--- src/sv/clr_pkg.sv ---
// Shared constants, codes and structs of the clipped line rasterizer.
// Depends on nothing; every other file of the block imports it.
`default_nettype none

package clr_pkg;

   // Coordinate width and the largest visible screen dimension.
   localparam int COORD_BITS    = 16;
   localparam int MAX_DIM       = 4096;

   // Fixed field and register widths.
   localparam int SCREEN_BITS   = 13;
   localparam int PITCH_BITS    = 16;
   localparam int SCISSOR_BITS  = 16;
   localparam int COLOR_BITS    = 32;
   localparam int ADDR_BITS     = 26;
   localparam int CSR_IDX_BITS  = 3;
   localparam int CSR_DATA_BITS = 16;

   // Derived widths.
   localparam int DIFF_BITS     = COORD_BITS + 1;
   localparam int ERR_BITS      = COORD_BITS + 2;
   localparam int POS_BITS      = $clog2(MAX_DIM);
   localparam int DIM_BITS      = (POS_BITS + 1 > SCREEN_BITS) ? POS_BITS + 1 : SCREEN_BITS;
   localparam int STRIDE_BITS   = PITCH_BITS - 2;
   localparam int CLIP_BITS     = ((COORD_BITS > SCISSOR_BITS) ? COORD_BITS : SCISSOR_BITS) + 2;

   // Operation codes of an input word.
   localparam logic OP_START = 1'b0;
   localparam logic OP_STEP  = 1'b1;

   // Configuration register indexes.
   typedef enum logic [CSR_IDX_BITS-1:0] {
      CSR_SCREEN_WIDTH,
      CSR_SCREEN_HEIGHT,
      CSR_PITCH_BYTES,
      CSR_SCISSOR_ENABLE,
      CSR_SCISSOR_LEFT,
      CSR_SCISSOR_TOP,
      CSR_SCISSOR_WIDTH,
      CSR_SCISSOR_HEIGHT
   } csr_index_type;

   typedef logic signed [COORD_BITS-1:0] coord_type;

   typedef struct packed {
      logic [SCREEN_BITS-1:0]         screen_width;
      logic [SCREEN_BITS-1:0]         screen_height;
      logic [PITCH_BITS-1:0]          pitch_bytes;
      logic                           scissor_enable;
      logic signed [SCISSOR_BITS-1:0] scissor_left;
      logic signed [SCISSOR_BITS-1:0] scissor_top;
      logic [SCISSOR_BITS-1:0]        scissor_width;
      logic [SCISSOR_BITS-1:0]        scissor_height;
   } cfg_type;

   typedef struct packed {
      logic                  op_code;
      coord_type             x_from;
      coord_type             y_from;
      coord_type             x_to;
      coord_type             y_to;
      logic [COLOR_BITS-1:0] color_in;
   } req_type;

   // Pixel leaving the stepping stage, before clipping.
   typedef struct packed {
      logic                  dead;
      logic                  done;
      coord_type             x;
      coord_type             y;
      logic [COLOR_BITS-1:0] color;
   } pix_type;

   typedef struct packed {
      logic                  write_enable;
      coord_type             pixel_x;
      coord_type             pixel_y;
      logic [ADDR_BITS-1:0]  pixel_address;
      logic [COLOR_BITS-1:0] pixel_color;
      logic                  line_done;
   } rsp_type;

endpackage

`default_nettype wire

--- src/sv/clipped_line_rasterizer.sv ---
// Clipped line rasterizer, top level. Uses clr_pkg, clr_csr, clr_stepper, clr_clip.
// An accepted word is held in the stage-one register, then moves into the result
// register once that register is free.
// Throughput: one word per cycle unless the consumer stalls, start or step alike.
// Synchronous active-high reset empties both stages, drops any active line and
// clears every configuration register to zero.
`default_nettype none

module clipped_line_rasterizer import clr_pkg::*; (
   input  logic                     clock,
   input  logic                     reset,

   input  logic                     req_valid,
   output logic                     req_stall,
   input  logic                     req_op_code,
   input  logic signed [COORD_BITS-1:0] req_x_from,
   input  logic signed [COORD_BITS-1:0] req_y_from,
   input  logic signed [COORD_BITS-1:0] req_x_to,
   input  logic signed [COORD_BITS-1:0] req_y_to,
   input  logic [COLOR_BITS-1:0]    req_color_in,

   output logic                     rsp_valid,
   input  logic                     rsp_stall,
   output logic                     rsp_write_enable,
   output logic signed [COORD_BITS-1:0] rsp_pixel_x,
   output logic signed [COORD_BITS-1:0] rsp_pixel_y,
   output logic [ADDR_BITS-1:0]     rsp_pixel_address,
   output logic [COLOR_BITS-1:0]    rsp_pixel_color,
   output logic                     rsp_line_done,

   input  logic                     csr_write_enable,
   input  logic [CSR_IDX_BITS-1:0]  csr_index,
   input  logic [CSR_DATA_BITS-1:0] csr_wdata
);

   // The block is a two-stage pipeline. Stage one holds the line state, sets
   // up a line on a start word or takes one Bresenham step per step word,
   // leaving the unclipped pixel in its stage register. Stage two clips that
   // pixel against the screen and the scissor box, forms the word address
   // with one small multiply, and holds the result word until the consumer takes it.

   cfg_type cfg;
   req_type req;
   pix_type pix;
   rsp_type rsp;
   logic    pix_valid;
   logic    s1_ready;
   logic    s2_ready;
   logic    load;

   // The result register frees up when it is empty or being taken this
   // cycle; stage one moves whenever stage two can take its word. A stall
   // reaches the producer only when both stages are full.
   assign s2_ready  = !rsp_valid || !rsp_stall;
   assign s1_ready  = !pix_valid || s2_ready;
   assign req_stall = !s1_ready;
   assign load      = req_valid && s1_ready;

   assign req.op_code  = req_op_code;
   assign req.x_from   = req_x_from;
   assign req.y_from   = req_y_from;
   assign req.x_to     = req_x_to;
   assign req.y_to     = req_y_to;
   assign req.color_in = req_color_in;

   // Configuration writes are to be made only while the pipeline is idle; the block
   // does not enforce this, and the clipping stage reads the registers directly.
   clr_csr u_csr (
      .clock            (clock),
      .reset            (reset),
      .csr_write_enable (csr_write_enable),
      .csr_index        (csr_index),
      .csr_wdata        (csr_wdata),
      .cfg              (cfg)
   );

   clr_stepper u_stepper (
      .clock     (clock),
      .reset     (reset),
      .load      (load),
      .advance   (s1_ready),
      .req       (req),
      .pix_valid (pix_valid),
      .pix       (pix)
   );

   clr_clip u_clip (
      .clock     (clock),
      .reset     (reset),
      .advance   (s2_ready),
      .pix_valid (pix_valid),
      .pix       (pix),
      .cfg       (cfg),
      .rsp_valid (rsp_valid),
      .rsp       (rsp)
   );

   assign rsp_write_enable  = rsp.write_enable;
   assign rsp_pixel_x       = rsp.pixel_x;
   assign rsp_pixel_y       = rsp.pixel_y;
   assign rsp_pixel_address = rsp.pixel_address;
   assign rsp_pixel_color   = rsp.pixel_color;
   assign rsp_line_done     = rsp.line_done;

endmodule

`default_nettype wire

--- src/sv/clr_csr.sv ---
// Configuration registers of the clipped line rasterizer.
// Depends on clr_pkg for the register indexes and the cfg_type struct.
`default_nettype none

module clr_csr import clr_pkg::*; (
   input  logic                     clock,
   input  logic                     reset,
   input  logic                     csr_write_enable,
   input  logic [CSR_IDX_BITS-1:0]  csr_index,
   input  logic [CSR_DATA_BITS-1:0] csr_wdata,
   output cfg_type                  cfg
);

   cfg_type cfg_ff;
   cfg_type cfg_in;

   always_comb begin
      cfg_in = cfg_ff;
      if (csr_write_enable) begin
         case (csr_index_type'(csr_index))
            CSR_SCREEN_WIDTH:   cfg_in.screen_width   = csr_wdata[SCREEN_BITS-1:0];
            CSR_SCREEN_HEIGHT:  cfg_in.screen_height  = csr_wdata[SCREEN_BITS-1:0];
            CSR_PITCH_BYTES:    cfg_in.pitch_bytes    = csr_wdata[PITCH_BITS-1:0];
            CSR_SCISSOR_ENABLE: cfg_in.scissor_enable = csr_wdata[0];
            CSR_SCISSOR_LEFT:   cfg_in.scissor_left   = signed'(csr_wdata[SCISSOR_BITS-1:0]);
            CSR_SCISSOR_TOP:    cfg_in.scissor_top    = signed'(csr_wdata[SCISSOR_BITS-1:0]);
            CSR_SCISSOR_WIDTH:  cfg_in.scissor_width  = csr_wdata[SCISSOR_BITS-1:0];
            CSR_SCISSOR_HEIGHT: cfg_in.scissor_height = csr_wdata[SCISSOR_BITS-1:0];
            default:            cfg_in = cfg_ff;
         endcase
      end
   end

   always_ff @(posedge clock) begin
      if (reset) begin
         cfg_ff <= '0;
      end else begin
         cfg_ff <= cfg_in;
      end
   end

   assign cfg = cfg_ff;

endmodule

`default_nettype wire

--- src/sv/clr_stepper.sv ---
// Line state and Bresenham step of the clipped line rasterizer, with the
// stage register that holds the unclipped pixel. Depends on clr_pkg.
`default_nettype none

module clr_stepper import clr_pkg::*; (
   input  logic    clock,
   input  logic    reset,
   input  logic    load,
   input  logic    advance,
   input  req_type req,
   output logic    pix_valid,
   output pix_type pix
);

   coord_type                    cur_x_ff, cur_y_ff, target_x_ff, target_y_ff;
   coord_type                    cur_x_in, cur_y_in, target_x_in, target_y_in;
   logic [COORD_BITS-1:0]        abs_dx_ff, abs_dy_ff, abs_dx_in, abs_dy_in;
   logic                         step_x_neg_ff, step_y_neg_ff, step_x_neg_in, step_y_neg_in;
   logic signed [ERR_BITS-1:0]   error_ff, error_in;
   logic [COLOR_BITS-1:0]        color_ff, color_in;
   logic                         active_ff, active_in;
   logic                         valid_ff;
   pix_type                      pix_ff, pix_in;

   logic signed [DIFF_BITS-1:0]  dx, dy, mag_x, mag_y;
   logic                         neg_x, neg_y;
   logic [COORD_BITS-1:0]        adx, ady;
   logic signed [ERR_BITS-1:0]   half_x, half_y, adx_e, ady_e;
   logic                         move_x, move_y;
   coord_type                    dir_x, dir_y, next_x, next_y;
   logic                         start_done, step_done;

   always_comb begin
      // Setup for a new line.
      dx     = DIFF_BITS'(req.x_to) - DIFF_BITS'(req.x_from);
      dy     = DIFF_BITS'(req.y_to) - DIFF_BITS'(req.y_from);
      neg_x  = !(dx > 0);
      neg_y  = !(dy > 0);
      mag_x  = neg_x ? -dx : dx;
      mag_y  = neg_y ? -dy : dy;
      adx    = mag_x[COORD_BITS-1:0];
      ady    = mag_y[COORD_BITS-1:0];
      // Halving toward zero: shift the magnitude, then apply the sign.
      half_x = signed'(ERR_BITS'(adx >> 1));
      half_y = signed'(ERR_BITS'(ady >> 1));
      start_done = (req.x_from == req.x_to) && (req.y_from == req.y_to);

      // One step of the active line; both tests look at the old error.
      adx_e  = signed'(ERR_BITS'(abs_dx_ff));
      ady_e  = signed'(ERR_BITS'(abs_dy_ff));
      move_x = error_ff > -adx_e;
      move_y = error_ff < ady_e;
      dir_x  = step_x_neg_ff ? coord_type'(-1) : coord_type'(1);
      dir_y  = step_y_neg_ff ? coord_type'(-1) : coord_type'(1);
      next_x = move_x ? cur_x_ff + dir_x : cur_x_ff;
      next_y = move_y ? cur_y_ff + dir_y : cur_y_ff;
      step_done = (next_x == target_x_ff) && (next_y == target_y_ff);

      cur_x_in      = cur_x_ff;
      cur_y_in      = cur_y_ff;
      target_x_in   = target_x_ff;
      target_y_in   = target_y_ff;
      abs_dx_in     = abs_dx_ff;
      abs_dy_in     = abs_dy_ff;
      step_x_neg_in = step_x_neg_ff;
      step_y_neg_in = step_y_neg_ff;
      error_in      = error_ff;
      color_in      = color_ff;
      active_in     = active_ff;
      pix_in        = '0;

      if (req.op_code == OP_START) begin
         cur_x_in      = req.x_from;
         cur_y_in      = req.y_from;
         target_x_in   = req.x_to;
         target_y_in   = req.y_to;
         abs_dx_in     = adx;
         abs_dy_in     = ady;
         step_x_neg_in = neg_x;
         step_y_neg_in = neg_y;
         error_in      = (adx > ady) ? half_x : -half_y;
         color_in      = req.color_in;
         active_in     = !start_done;
         pix_in.done   = start_done;
         pix_in.x      = req.x_from;
         pix_in.y      = req.y_from;
         pix_in.color  = req.color_in;
      end else if (active_ff) begin
         cur_x_in      = next_x;
         cur_y_in      = next_y;
         error_in      = error_ff - (move_x ? ady_e : '0) + (move_y ? adx_e : '0);
         active_in     = !step_done;
         pix_in.done   = step_done;
         pix_in.x      = next_x;
         pix_in.y      = next_y;
         pix_in.color  = color_ff;
      end else begin
         // Step with no line: a dead pixel that only reports done.
         pix_in.dead   = 1'b1;
         pix_in.done   = 1'b1;
      end
   end

   always_ff @(posedge clock) begin
      if (reset) begin
         active_ff <= 1'b0;
         valid_ff  <= 1'b0;
      end else begin
         if (advance) begin
            valid_ff <= load;
         end
         if (load) begin
            active_ff <= active_in;
         end
      end
      if (load) begin
         cur_x_ff      <= cur_x_in;
         cur_y_ff      <= cur_y_in;
         target_x_ff   <= target_x_in;
         target_y_ff   <= target_y_in;
         abs_dx_ff     <= abs_dx_in;
         abs_dy_ff     <= abs_dy_in;
         step_x_neg_ff <= step_x_neg_in;
         step_y_neg_ff <= step_y_neg_in;
         error_ff      <= error_in;
         color_ff      <= color_in;
         pix_ff        <= pix_in;
      end
   end

   assign pix_valid = valid_ff;
   assign pix       = pix_ff;

endmodule

`default_nettype wire

--- src/sv/clr_clip.sv ---
// Screen and scissor clipping, word address and result register of the
// clipped line rasterizer. Depends on clr_pkg.
`default_nettype none

module clr_clip import clr_pkg::*; (
   input  logic    clock,
   input  logic    reset,
   input  logic    advance,
   input  logic    pix_valid,
   input  pix_type pix,
   input  cfg_type cfg,
   output logic    rsp_valid,
   output rsp_type rsp
);

   logic signed [CLIP_BITS-1:0]          xs, ys, ws, hs, left_s, top_s, right_s, bottom_s;
   logic [DIM_BITS-1:0]                  w_sat, h_sat;
   logic                                 on_screen, in_box, we;
   logic [POS_BITS+STRIDE_BITS-1:0]      prod;
   logic [ADDR_BITS-1:0]                 addr_full;
   logic                                 valid_ff;
   rsp_type                              rsp_ff, rsp_in;

   always_comb begin
      xs       = CLIP_BITS'(pix.x);
      ys       = CLIP_BITS'(pix.y);
      w_sat    = (cfg.screen_width  > MAX_DIM) ? DIM_BITS'(MAX_DIM) : DIM_BITS'(cfg.screen_width);
      h_sat    = (cfg.screen_height > MAX_DIM) ? DIM_BITS'(MAX_DIM) : DIM_BITS'(cfg.screen_height);
      ws       = signed'(CLIP_BITS'(w_sat));
      hs       = signed'(CLIP_BITS'(h_sat));
      on_screen = (xs >= 0) && (ys >= 0) && (xs < ws) && (ys < hs);

      left_s   = CLIP_BITS'(cfg.scissor_left);
      top_s    = CLIP_BITS'(cfg.scissor_top);
      right_s  = left_s + signed'(CLIP_BITS'(cfg.scissor_width));
      bottom_s = top_s  + signed'(CLIP_BITS'(cfg.scissor_height));
      in_box   = (xs >= left_s) && (xs < right_s) && (ys >= top_s) && (ys < bottom_s);

      we       = !pix.dead && on_screen && (!cfg.scissor_enable || in_box);

      // A written pixel lies below MAX_DIM in both axes. The sum wraps at the
      // address width.
      prod      = (POS_BITS+STRIDE_BITS)'(ys[POS_BITS-1:0])
                * (POS_BITS+STRIDE_BITS)'(cfg.pitch_bytes[PITCH_BITS-1:2]);
      addr_full = ADDR_BITS'(prod) + ADDR_BITS'(xs[POS_BITS-1:0]);

      rsp_in.write_enable  = we;
      rsp_in.pixel_x       = pix.x;
      rsp_in.pixel_y       = pix.y;
      rsp_in.pixel_address = we ? addr_full : '0;
      rsp_in.pixel_color   = pix.color;
      rsp_in.line_done     = pix.done;
   end

   always_ff @(posedge clock) begin
      if (reset) begin
         valid_ff <= 1'b0;
      end else if (advance) begin
         valid_ff <= pix_valid;
      end
      if (advance && pix_valid) begin
         rsp_ff <= rsp_in;
      end
   end

   assign rsp_valid = valid_ff;
   assign rsp       = rsp_ff;

endmodule

`default_nettype wire

--- config.mk ---
export PLATFORM = sky130hd
export DESIGN_NAME = clipped_line_rasterizer
export DESIGN_NICKNAME = d
export VERILOG_FILES = /design/src/sv/clr_pkg.sv /design/src/sv/clipped_line_rasterizer.sv /design/src/sv/clr_csr.sv /design/src/sv/clr_stepper.sv /design/src/sv/clr_clip.sv
export SDC_FILE = /design/constraint.sdc
export NUM_CORES = 1
export LEC_CHECK = 0
export BUFFER_PORTS_ARGS = -buffer_cell sky130_fd_sc_hd__buf_2
export CAP_MARGIN = 20
export CORE_MARGIN = 2
export CORE_UTILIZATION = 50
export DETAILED_ROUTE_END_ITERATION = 8
export MAX_ROUTING_LAYER = met4
export PLACE_DENSITY = 0.76
export SYNTH_ARGS = -nofsm -noshare
export SYNTH_HDL_FRONTEND = slang
export SYNTH_SLANG_ARGS = --single-unit
--- constraint.sdc ---
create_clock -name clock -period 14.79 [get_ports clock]
set_input_delay 0.7395 -clock clock [delete_from_list [all_inputs] [get_ports clock]]
set_output_delay 0.7395 -clock clock [all_outputs]
set_load 0.005 [all_outputs]
==> Word-level counts from Yosys, hierarchy flattened <==
Cells that the tools add are included.
{ "word_totals": {"ff_bits": 416, "inputBits": 121, "output_inout_bits": 94, "word_cells": 133} }
{ "classes": {"addsub": 13, "multipliers": 1, "magnitude_cmp": 15, "n_eq_ne": 12, "n_mux": 23, "bitwise_logic": 1, "reduce_logical": 36} }
{ "op_table": {"columns": ["op", "n"], "rows": [
  ["16-bit 2-to-1 mux", 12],
  ["65-bit 2-to-1 mux", 1],
  ["16-bit equality test", 4],
  ["64-bit 2-to-1 mux", 1],
  ["18-bit 2-to-1 mux", 3],
  ["16-bit by 17-bit adder with 18-bit output", 2],
  ["16-bit by 18-bit < comparator with 1-bit output", 2],
  ["17-bit by 1-bit > comparator with 1-bit output, second input constant", 2],
  ["16-bit by 16-bit subtractor with 17-bit output", 2],
  ["16-bit adder", 2],
  ["16-bit by 1-bit >= comparator with 1-bit output, second input constant", 2],
  ["16-bit >= comparator", 2],
  ["16-bit by 14-bit < comparator with 1-bit output", 2],
  ["16-bit negation", 2],
  ["26-bit by 12-bit adder with 26-bit output", 1],
  ["13-bit > comparator, second input constant", 2],
  ["12-bit by 14-bit multiplier with 26-bit output", 1],
  ["13-bit 2-to-1 mux", 2],
  ["2-bit AND reduction", 10],
  ["18-bit adder", 1],
  ["18-bit > comparator", 1],
  ["18-bit by 17-bit < comparator with 1-bit output", 1],
  ["15-bit negation with 18-bit output", 1],
  ["16-bit negation with 18-bit output", 1],
  ["12 further kinds", 41]
]} }

==> Longest topological paths before layout <==
Gate-level depths: netlist (run 1).
{ "depth": {"word_depth": 8, "ltp_mapped": 33, "mapped_depth_nobuf": 30} }

==> Modules after synthesis <==
Synthesis (run 1) repeated with hierarchy kept, for this count alone.
{ "unflattened": {"cells_unflattened": 3351, "hier_area_um2": 33255.6} }
{ "modules_own_cells": {"columns": ["module", "n_inst", "cells_each", "area_per_inst_um2", "seq_area_each_um2"], "rows": [
  ["clr_stepper", 1, 1658, 16385.7, 6466.2],
  ["clr_clip", 1, 1311, 12600.8, 2782.7],
  ["clr_csr", 1, 378, 4245.3, 2142.1],
  ["clipped_line_rasterizer", 1, 4, 23.8, 0.0]
]} }

==> Worst setup path before layout (run 1) <==
OpenSTA, ideal clock, no wires.
{ "synth_path": {"kind": "in2reg", "from": "input rsp_stall", "to": "register u_clip.rsp_ff, in the netlist u_clip.rsp[0] (enable)", "setup_time_ns": 0.682, "arrival_time_ns": 7.414, "t_required_ns": 14.108, "setup_slack_ns": 6.694, "stages": 1, "n_path_buf": 0, "cell_sequence": "a21boi_0"} }
{ "synth_between": {"elab_chain_len": 3} }
{ "synth_rtl": {"columns": ["item", "line", "rtl"], "rows": [
  ["from (decl)", "clipped_line_rasterizer.sv:23", "input logic rsp_stall,"],
  ["1-bit logical NOT", "clipped_line_rasterizer.sv:54", "assign s2_ready = !rsp_valid || !rsp_stall;"],
  ["1-bit logical OR", "clipped_line_rasterizer.sv:54", null],
  ["1-bit logical AND", "clr_clip.sv:61", "if (advance && pix_valid) begin"],
  ["to (signal assigned)", "clr_clip.sv:62", "rsp_ff <= rsp_in;"],
  ["to (decl)", "clr_clip.sv:22", "rsp_type rsp_ff, rsp_in;"]
]} }
Every way passes these cells.
A chain may end at the register's enable or synchronous reset.

==> Final worst setup path (run 1) <==
{ "layout_path": {"from": "register u_stepper.abs_dx_ff[5]", "to": "register u_stepper.error_ff[17], data pin"} }
{ "layout_between": {"elab_chain_len": 7, "word_cells_on_any_way": 8, "cone_classes": "add/sub: 3; order compare: 1; mux: 4"} }
{ "layout_rtl": {"columns": ["item", "line", "rtl"], "rows": [
  ["from (decl)", "clr_stepper.sv:17", "logic [COORD_BITS-1:0] abs_dx_ff, abs_dy_ff, abs_dx_in, abs_dy_in;"],
  ["from (signal assigned)", "clr_stepper.sv:121", "abs_dx_ff <= abs_dx_in;"],
  ["16-bit negation with 18-bit output", "clr_stepper.sv:51", "move_x = error_ff > -adx_e;"],
  ["18-bit > comparator", "clr_stepper.sv:51", null],
  ["16-bit 2-to-1 mux", "clr_stepper.sv:91", "error_in = error_ff - (move_x ? ady_e : '0) + (move_y ? adx_e : '0);"],
  ["18-bit subtractor", "clr_stepper.sv:91", null],
  ["18-bit adder *", "clr_stepper.sv:91", null],
  ["18-bit 2-to-1 mux *", "clr_stepper.sv:88", "end else if (active_ff) begin"],
  ["18-bit 2-to-1 mux *", "clr_stepper.sv:72", "if (req.op_code == OP_START) begin"],
  ["net u_stepper.error_in[17]", "clr_stepper.sv:19", "logic signed [ERR_BITS-1:0] error_ff, error_in;"],
  ["to (signal assigned)", "clr_stepper.sv:125", "error_ff <= error_in;"],
  ["to (decl)", "clr_stepper.sv:19", null]
]} }
Mark *: on every way through the listed nets, which the timed path passes. The rest lies on a longest branch. The select of a mux whose other input is x is not followed.

==> impl_metrics.toml, run 1 <==
[yosys]
synth-edff-count = 306
yosysUniqueCellTypes = 86
ys_top_cells_by_count = "nand2_1 (447), inv_1 (364), ha_1 (329), edfxtp_1 (306), a21oi_1 (265)"
syn_inst = 3423
synth_top_area_frac = 0.283
yosysWarnings = 0
avgSynthCellArea_um2 = 9.50
synthTopCellsByArea = "edfxtp_1 (28%), ha_1 (13%), fa_1 (9.4%), dfxtp_1 (6.6%), nand2_1 (5.2%)"
synth_top_area_cell = "edfxtp_1"
dominantRegCellSynth = "edfxtp_1"
async_reset_ff_frac = 0
syn_nets = 4026
syn_area_mm2 = 0.0325
yosysMostFrequentCell = "nand2_1"
yosysSeqAreaShare = 0.349
synth_seq_cells = 414

[status]
status = "finished clean"

[grt]
grt_pass1_vias = 25558
grt_max_degree = 79
grt_pass1_wl_mm = 140
overflow = 0
globalRouteTotalUtil = 0.275
antenna_found_initial = 6

[setup_path]
cpMostUsedCell = "a21o_1"
endpoint_kind = "flip-flop"
arrival_ns = 7.73
max_stage_delay_ns = 0.63
cpMaxStageDelayCell = "or4_1"
worst_setup_path_start_kind = "flip-flop"
critPathRequiredTime_ns = 15.14
crit_fanout = 45
crit_type = "reg -> reg"

[routing]
route.vias.total = 26366
wl_per_cell_um = 19.9
first_iter_violations = 2519
ant_nets = 0
wl_mm = 89.8
via_per_inst = 5.85
drc = 0
drt_pass1_iterations = 5

[sta]
rsz0062_at_grt = "false"
finalCritPeriodShare = 0.499
skew_ns = 0.0437
hold_viol = 0
tightest_slew_ns = 1.14
slew_headroom = 0.231
fmax_mhz = 136
fin_crit_ns = 7.38
drv_slew = 0
fin_setup_tns_ns = 0
setup_viol = 0

[clock_network]
cts_root_buf = "clkbuf_16"
cts_buffers = 47
htreeDepth = 2
clk_latency_ns = 0.62
cts_buffer_depth = 3
cts_resized = 0
post_cts_buffers = 0
cts_hold_buffers = 0
clkTransAtPathRegs_ns = 0.07
cts_sinks = 414
cts_tree = "yes"

[pwr]
p_per_area_mw_per_mm2 = 135
ir_drop_uv = 117
p_leak_nw = 15.5
power.total_mw = 4.89

[place]
post-dp-hpwl_mm = 68.7
gp_congestion = 0.986
port_buffers = 214
dpl-instance-area_mm2 = 0.0345

[floorplanning]
die_y_um = 259
coreArea_mm2 = 0.0643
dieArea_mm2 = 0.0671
core.rowCount = 93
ios = 215
start_util = 0.505
die_w_um = 259

[layout]
area_growth_pct = 11.5
nNetsFinal = 4209
layout-drive-gt1-share = 0.104
fin_area_mm2 = 0.0363

[min_path]
hp-class = "in -> reg"

[run]
cap_viol_max_count = 0
==> sequential cells by signal (all words and copies together), names as in the netlist <==
signal / count
u_stepper.step_y_neg_ff: 1
u_stepper.target_x_ff: 16
u_stepper.abs_dx_ff: 16
u_csr.cfg: 105
u_stepper.error_ff: 18
u_stepper.abs_dy_ff: 16
u_stepper.cur_y_ff: 16
u_stepper.active_ff: 1
u_stepper.pix_valid: 1
u_clip.rsp_valid: 1
u_stepper.color_ff: 32
u_stepper.target_y_ff: 16
u_stepper.step_x_neg_ff: 1
u_stepper.pix: 66
u_clip.rsp: 92
u_stepper.cur_x_ff: 16
==> per-layer routing <==
layer,part of all wire,routed length [µm],GRT usage,vias up
met3,0.076,6820,0.0401,204
met2,0.47,41800,0.440,995
met1,0.41,37100,0.350,12706
met4,0.046,4090,0.115,0
met5,0,0,-,-
li1,-,-,-,12461
==> worst max-delay path, delay by kind of cell, from the launching register on <==
kind	cells	cell delay, ns
buf+inv	2	0.35
fa+ha+maj	3	1.14
compound gates	12	2.13
xor+xnor	2	0.32
simple gates	9	2.75
flops	1	0.45
==> cell usage in the layout, fill, tap and decap left out, types with 49 or more instances in the layout <==
master	synthesis	final
a21oi_1	265	265
nand2_1	447	447
nor2_1	143	140
nand3_1	61	61
buf_2	3	212
xor2_1	78	78
a21o_1	68	68
inv_1	364	362
and2_1	114	114
fa_1	153	153
dfxtp_1	108	108
clkbuf_16	0	49
ha_1	329	329
edfxtp_1	306	306
nor3_1	61	61
o21ai_0	103	103
xnor2_1	102	100
==> final timing paths <==
kind / endpoint / cells past startpoint / slack, ns / from
setup / recovery: u_stepper.error_ff[17]$_DFFE_PP_ / 28 / 7.41 / u_stepper.abs_dx_ff[5]$_DFFE_PP_
hold / removal: u_stepper.target_y_ff[4]$_DFFE_PP_ / 1 / 0.33 / req_y_to[4]
setup reg to reg: u_stepper.error_ff[17]$_DFFE_PP_ / 28 / 7.41 / u_stepper.abs_dx_ff[5]$_DFFE_PP_
hold reg to reg: u_clip.rsp[18]$_DFFE_PP_ / 0 / 0.42 / u_stepper.pix[17]$_DFFE_PP_
==> through the flow <==
stage | setup WS, ns | std cells | hold WS [ns] | util
4_1_cts | 7.52 | 4497 | 0.293 | 0.563
5_1_grt | 6.98 | 4505 | 0.312 | 0.563
3_5_place_dp | 7.60 | 4410 | 0.405 | 0.536
6_report | 7.41 | 4505 | 0.327 | 0.563
2_1_floorplan | 6.69 | 3423 | 0.400 | -
3_3_place_gp | 7.70 | 4410 | 0.401 | 0.536
==> layout make-up <==
class | instances | area (µm²)
Antenna cell | 6 | 15.0
Clock buffer | 56 | 1280
Clock inverter | 31 | 428
Fill cell | 5673 | 28100
Inverter | 364 | 1370
Multi-Input combinational cell | 2532 | 19400
Sequential cell | 414 | 11400
Tap cell | 855 | 1070
Timing Repair Buffer | 247 | 1330
==> power by group <==
group	internal, mW	leakage, nW	switching (mW)
Sequential	1.41	3.80	0.122
Combinational	0.848	10.9	1.22
Clock	0.770	0.833	0.520
==> cell families after synthesis <==
family                     synth area share
muxes                                0.0112
xor gates and xnor gates             0.0492
DFF                                   0.349
AOI/OAI and AO/OA                     0.155
adders and majority gates             0.221
buffers and inverters                0.0554
and+or+nand+nor                       0.159
(Power assumes the default switching activity.)
==> run 2, diff against run 1 <==
==> constraint.sdc (replaced) <==
create_clock -name clock -period 7.05 [get_ports clock]
set_input_delay 0.3525 -clock clock [delete_from_list [all_inputs] [get_ports clock]]
set_output_delay 0.3525 -clock clock [all_outputs]
set_load 0.005 [all_outputs]
==> run 2 against run 1 <==
Clock-buffer cell count rose by 5. Via count rose by 2.1%. Non-clock buffer count rose by 76. Utilization rose by 0.87 points. Largest power group unchanged. Die area did not move. Clock skew fell by 0.022 ns.
==> impl_metrics.toml, run 2 (same netlist as run 1, synthesis figures left out) <==
[status]
status = "finished clean"

[routing]
drt_pass1_iterations = 5
via_per_inst = 5.89
ant_nets = 0
wl_mm = 92.5
wl_per_cell_um = 20.2
drc = 0
route.vias.total = 26932
first_iter_violations = 2281

[setup_path]
critPathRequiredTime_ns = 7.39
crit_fanout = 4
endpoint_kind = "flip-flop"
arrival_ns = 6.99
crit_type = "reg -> reg"
cpMostUsedCell = "a21o_1"
max_stage_delay_ns = 0.59
worst_setup_path_start_kind = "flip-flop"
cpMaxStageDelayCell = "or4_4"

[pwr]
power.total_mw = 10.1
p_leak_nw = 15.8
comb_power_share = 0.435
power.switching_mw = 3.93
switching_share = 0.388
p_int_mw = 6.19
pwr-share-seq = 0.319
ir_drop_uv = 214
clockPowerShare = 0.246
p_per_area_mw_per_mm2 = 275

[floorplanning]
dieArea_mm2 = 0.0671
die_w_um = 259
coreArea_mm2 = 0.0643
ios = 215
core.rowCount = 93
start_util = 0.505
die_y_um = 259

[sta]
fin_setup_tns_ns = 0
hold_viol = 0
hold_slack_ns = 0.0268
finalCritPeriodShare = 0.944
fmax_mhz = 150
drv_slew = 0
setup_viol = 0
skew_ns = 0.0219
slew_headroom = 0.295
tightest_slew_ns = 1.06
fin_crit_ns = 6.65
worst_slack_ns = 0.398

[min_path]
hp-class = "in -> reg"

[grt]
grt.met1_usage = 0.367
grt_pass1_wl_mm = 144
use_met2 = 0.449
grt_use_met3 = 0.0314
overflow = 0
grt_max_degree = 79
grt_pass1_vias = 26326
globalRouteTotalUtil = 0.282
grt_most_used_layer = "met2"
antenna_found_initial = 3

[place]
port_buffers = 214
gp_congestion = 0.999
dp_cells = 4426
dpl-instance-area_mm2 = 0.0346
post-dp-hpwl_mm = 69.6
pre_cts_ws_ns = 0.331

[clock_network]
htreeDepth = 2
post_cts_buffers = 0
cts_buffers = 48
cts_tree = "yes"
clk_latency_ns = 0.60
clkTransAtPathRegs_ns = 0.06
cts_buffer_depth = 3
cts_root_buf = "clkbuf_16"
cts_sinks = 414

[layout]
postLayoutCoreUtil = 0.572
layout_common_cells = "nand2_1 (447), inv_1 (362), ha_1 (329), edfxtp_1 (306), a21oi_1 (265)"
multi_input_area_mm2 = 0.0194
layout.cells.non_filler = 4575
final_common_cell = "nand2_1"
fillers = 5541
nNetsFinal = 4286
largest_register_ffs = 105
layout-drive-gt1-share = 0.106
regArea_mm2 = 0.0114
area_growth_pct = 13.2
fin_area_mm2 = 0.0368

[run]
cap_viol_max_count = 0
-- run 2: changes by cell type in the layout (fill, tap and decap cells not counted), sizes merged --
| cell | previous run | this run |
|---|---|---|
| bufinv | 8 | 3 |
| dlygate4sd3 | 0 | 61 |
| diode | 6 | 2 |
| clkbuf | 56 | 61 |
| clkinvlp | 1 | 3 |
| buf | 247 | 262 |
| inv | 370 | 366 |
-- run 2: repair_timing --
| action | in CTS | in global routing |
|---|---|---|
| endpoints found under the hold margin | 61 | 0 |
| resized for setup | 0 | 6 |
| endpoints found under the setup margin | 0 | 12 |
| hold buffers | 61 | 0 |
-- run 2: critical path, delay by kind of cell (launching register included) --
family	cells	cell delay (ns)
buffers and inverters	2	0.24
adder cells (fa/ha/maj)	3	1.14
AND/OR/NAND/NOR	9	2.17
AO/OA/AOI/OAI	12	2.13
XOR/XNOR	2	0.30
flip-flops	1	0.42
-- run 2: worst paths after layout --
path              cells after the start                            endpoint  slack, ns                             start
setup / recovery                     28    u_stepper.error_ff[17]$_DFFE_PP_       0.40  u_stepper.abs_dx_ff[5]$_DFFE_PP_
setup reg to reg                     28    u_stepper.error_ff[17]$_DFFE_PP_       0.40  u_stepper.abs_dx_ff[5]$_DFFE_PP_
hold reg to reg                       0            u_clip.rsp[12]$_DFFE_PP_       0.42       u_stepper.pix[11]$_DFFE_PP_
hold / removal                        1  u_stepper.target_x_ff[3]$_DFFE_PP_       0.03                       req_x_to[3]
-- run 2: area by class of cell --
type,count,share of cell area
Multi-Input combinational cell,2532,0.528
Clock buffer,61,0.0354
Antenna cell,2,0.000136
Timing Repair Buffer,323,0.0556
Clock inverter,24,0.00612
Sequential cell,414,0.308
Inverter,364,0.0371
Tap cell,855,0.0291
-- run 2: routing by layer --
| layer | up-vias | part of all wire |
|---|---|---|
| met3 | 232 | 0.077 |
| met4 | 0 | 0.045 |
| li1 | 12601 | - |
| met1 | 12945 | 0.41 |
| met5 | - | 0 |
| met2 | 1154 | 0.46 |
-- run 2: power groups by stage --
stage / registers [mW] / logic, mW / clock network (mW)
after floorplan: 3.13 / 3.19 / 0
after global placement: 3.26 / 4.17 / 0
after detailed placement: 3.27 / 4.24 / 0
after CTS: 3.22 / 4.32 / 2.51
after global routing: 3.25 / 4.88 / 2.61
final: 3.23 / 4.40 / 2.49
==> run 3, diff against run 2 <==
--- a/config.mk
+++ b/config.mk
@@ -10,6 +10,7 @@
 export CORE_MARGIN = 2
 export CORE_UTILIZATION = 50
 export DETAILED_ROUTE_END_ITERATION = 8
+export GPL_TIMING_DRIVEN = 0
 export MAX_ROUTING_LAYER = met4
 export PLACE_DENSITY = 0.76
 export SYNTH_ARGS = -nofsm -noshare
==> run 3 against run 2 <==
Worst hold slack better by 0.016 ns. Sequential power hardly changed. Maximum frequency fell by 2.8%. Highest routed layer unchanged. Largest cell class unchanged.
==> impl_metrics.toml, run 3 (same netlist as run 1, synthesis figures left out) <==
[pwr]
p_int_mw = 6.31
p_per_area_mw_per_mm2 = 281
power.total_mw = 10.5
ir_drop_uv = 262
p_leak_nw = 15.9
power.switching_mw = 4.21
switching_share = 0.400
pwr-share-seq = 0.305
clockPowerShare = 0.237
comb_power_share = 0.458

[sta]
hold_slack_ns = 0.0433
rsz0062_at_grt = "true"
fin_crit_ns = 6.85
tightest_slew_ns = 0.967
hold_viol = 0
fin_setup_tns_ns = 0
drv_slew = 0
fmax_mhz = 146
slew_headroom = 0.356
finalCritPeriodShare = 0.971
skew_ns = 0.0310
worst_slack_ns = 0.203
setup_viol = 0

[layout]
nNetsFinal = 4378
area_growth_pct = 15.0
layout-drive-gt1-share = 0.109
fillers = 5504
final_common_cell = "nand2_1"
fin_area_mm2 = 0.0374
layout_common_cells = "nand2_1 (446), inv_1 (362), ha_1 (328), edfxtp_1 (306), a21oi_1 (261)"
layout.cells.non_filler = 4670
largest_register_ffs = 105
postLayoutCoreUtil = 0.581

[routing]
wl_per_cell_um = 20.6
drc = 0
ant_nets = 0
first_iter_violations = 2471
wl_mm = 96.1
via_per_inst = 5.89
drt_pass1_iterations = 5
route.vias.total = 27488

[floorplanning]
core.rowCount = 93
ios = 215
die_y_um = 259
start_util = 0.505
coreArea_mm2 = 0.0643
dieArea_mm2 = 0.0671
die_w_um = 259

[setup_path]
r2r_slack_ns = 0.20
crit_fanout = 6
crit_start = "u_stepper.abs_dx_ff[4]$_DFFE_PP_"
crit_type = "reg -> reg"
endpoint_kind = "flip-flop"
reg2reg_from = "u_stepper.abs_dx_ff[4]$_DFFE_PP_"
critPathRequiredTime_ns = 7.43
arrival_ns = 7.22
worst_setup_path_start_kind = "flip-flop"

[place]
gp_congestion = 0.987
dp_cells = 4499
dpl-instance-area_mm2 = 0.0349
port_buffers = 211
post-dp-hpwl_mm = 74.3
pre_cts_ws_ns = -1.68

[min_path]
hp-class = "in -> reg"
min-delay-start = "req_x_to[12]"

[grt]
globalRouteTotalUtil = 0.292
grt_max_degree = 40
grt_pass1_wl_mm = 148
grt_pass1_vias = 26794
overflow = 0
antenna_found_initial = 2

[clock_network]
htreeDepth = 2
cts_sinks = 414
cts_tree = "yes"
cts_root_buf = "clkbuf_16"
cts_buffers = 46
clkTransAtPathRegs_ns = 0.06
cts_buffer_depth = 3
clk_latency_ns = 0.60

[run]
cap_viol_max_count = 0

[status]
status = "finished clean"
[run 3: cell count changes in the layout (fill, tap and decap cells not counted), sizes merged]
| cell | previous run | this run |
|---|---|---|
| clkbuf | 61 | 159 |
| buf | 262 | 258 |
| or2 | 16 | 17 |
| clkinv | 16 | 13 |
| inv | 366 | 369 |
| clkinvlp | 3 | 4 |
| dlygate4sd3 | 61 | 60 |
[run 3: repair_timing]
item	4_1_cts	5_1_grt
hold buffers	60	0
hold endpoints to repair	60	0
setup endpoints to repair	17	20
buffers inserted	1	24
resized for setup	24	23
pin swaps	5	17
gates cloned	0	1
[run 3: final cells by class]
cell class / count / area (µm²) / area share
buffer: 109 / 425 / 0.0114
inverter: 364 / 1370 / 0.0365
tap: 855 / 1070 / 0.0286
multi-input combinational: 2533 / 19600 / 0.524
sequential: 414 / 11400 / 0.304
clock buffer: 61 / 1310 / 0.0350
timing repair buffer: 307 / 2030 / 0.0543
antenna: 2 / 5.00 / 0.000134
clock inverter: 25 / 243 / 0.00649
[run 3: power by group through the flow]
stage                     Sequential (mW)  Combinational [mW]  Clock, mW
final                                3.21                4.82       2.49
after global routing                 3.22                5.26       2.62
after CTS                            3.20                4.54       2.52
after detailed placement             3.25                4.39          0
after global placement               3.26                4.29          0
after floorplan                      3.13                3.19          0
[run 3: worst paths after layout]
path	endpoint	cells after the start
worst min-delay path	u_stepper.target_x_ff[12]$_DFFE_PP_	1
worst max register to register	u_stepper.error_ff[13]$_DFFE_PP_	26
worst min register to register	u_clip.rsp[1]$_DFFE_PP_	0
worst max-delay path	u_stepper.error_ff[13]$_DFFE_PP_	26
[run 3: worst max-delay path, cell delays in order, from the launching register on]
cell and delay (ns):
edfxtp_1 0.47, or4_4 0.56, nor4_4 0.17, nand2b_1 0.15, nor4_4 0.40, buf_4 0.17
xor2_1 0.17, ha_1 0.27, nand4_1 0.20, a21oi_1 0.09, o21bai_2 0.26, a31oi_4 0.14
or2_4 0.31, and2_1 0.19, fa_1 0.60, inv_1 0.06, ha_1 0.28, a21o_1 0.20
a21oi_1 0.20, nand2b_1 0.13, a21oi_1 0.11, o311a_1 0.38, nor3_2 0.23, o21bai_1 0.13
xor2_1 0.31, o22ai_1 0.14, a31oi_1 0.31
[run 3: per-layer routing]
metal,share of wire,up-vias,routed length [µm],track usage
li1,-,12810,-,-
met1,0.40,13182,38600,0.372
met2,0.47,1271,45500,0.476
met3,0.085,225,8200,0.0401
met4,0.039,0,3760,0.108
met5,0,-,0,-
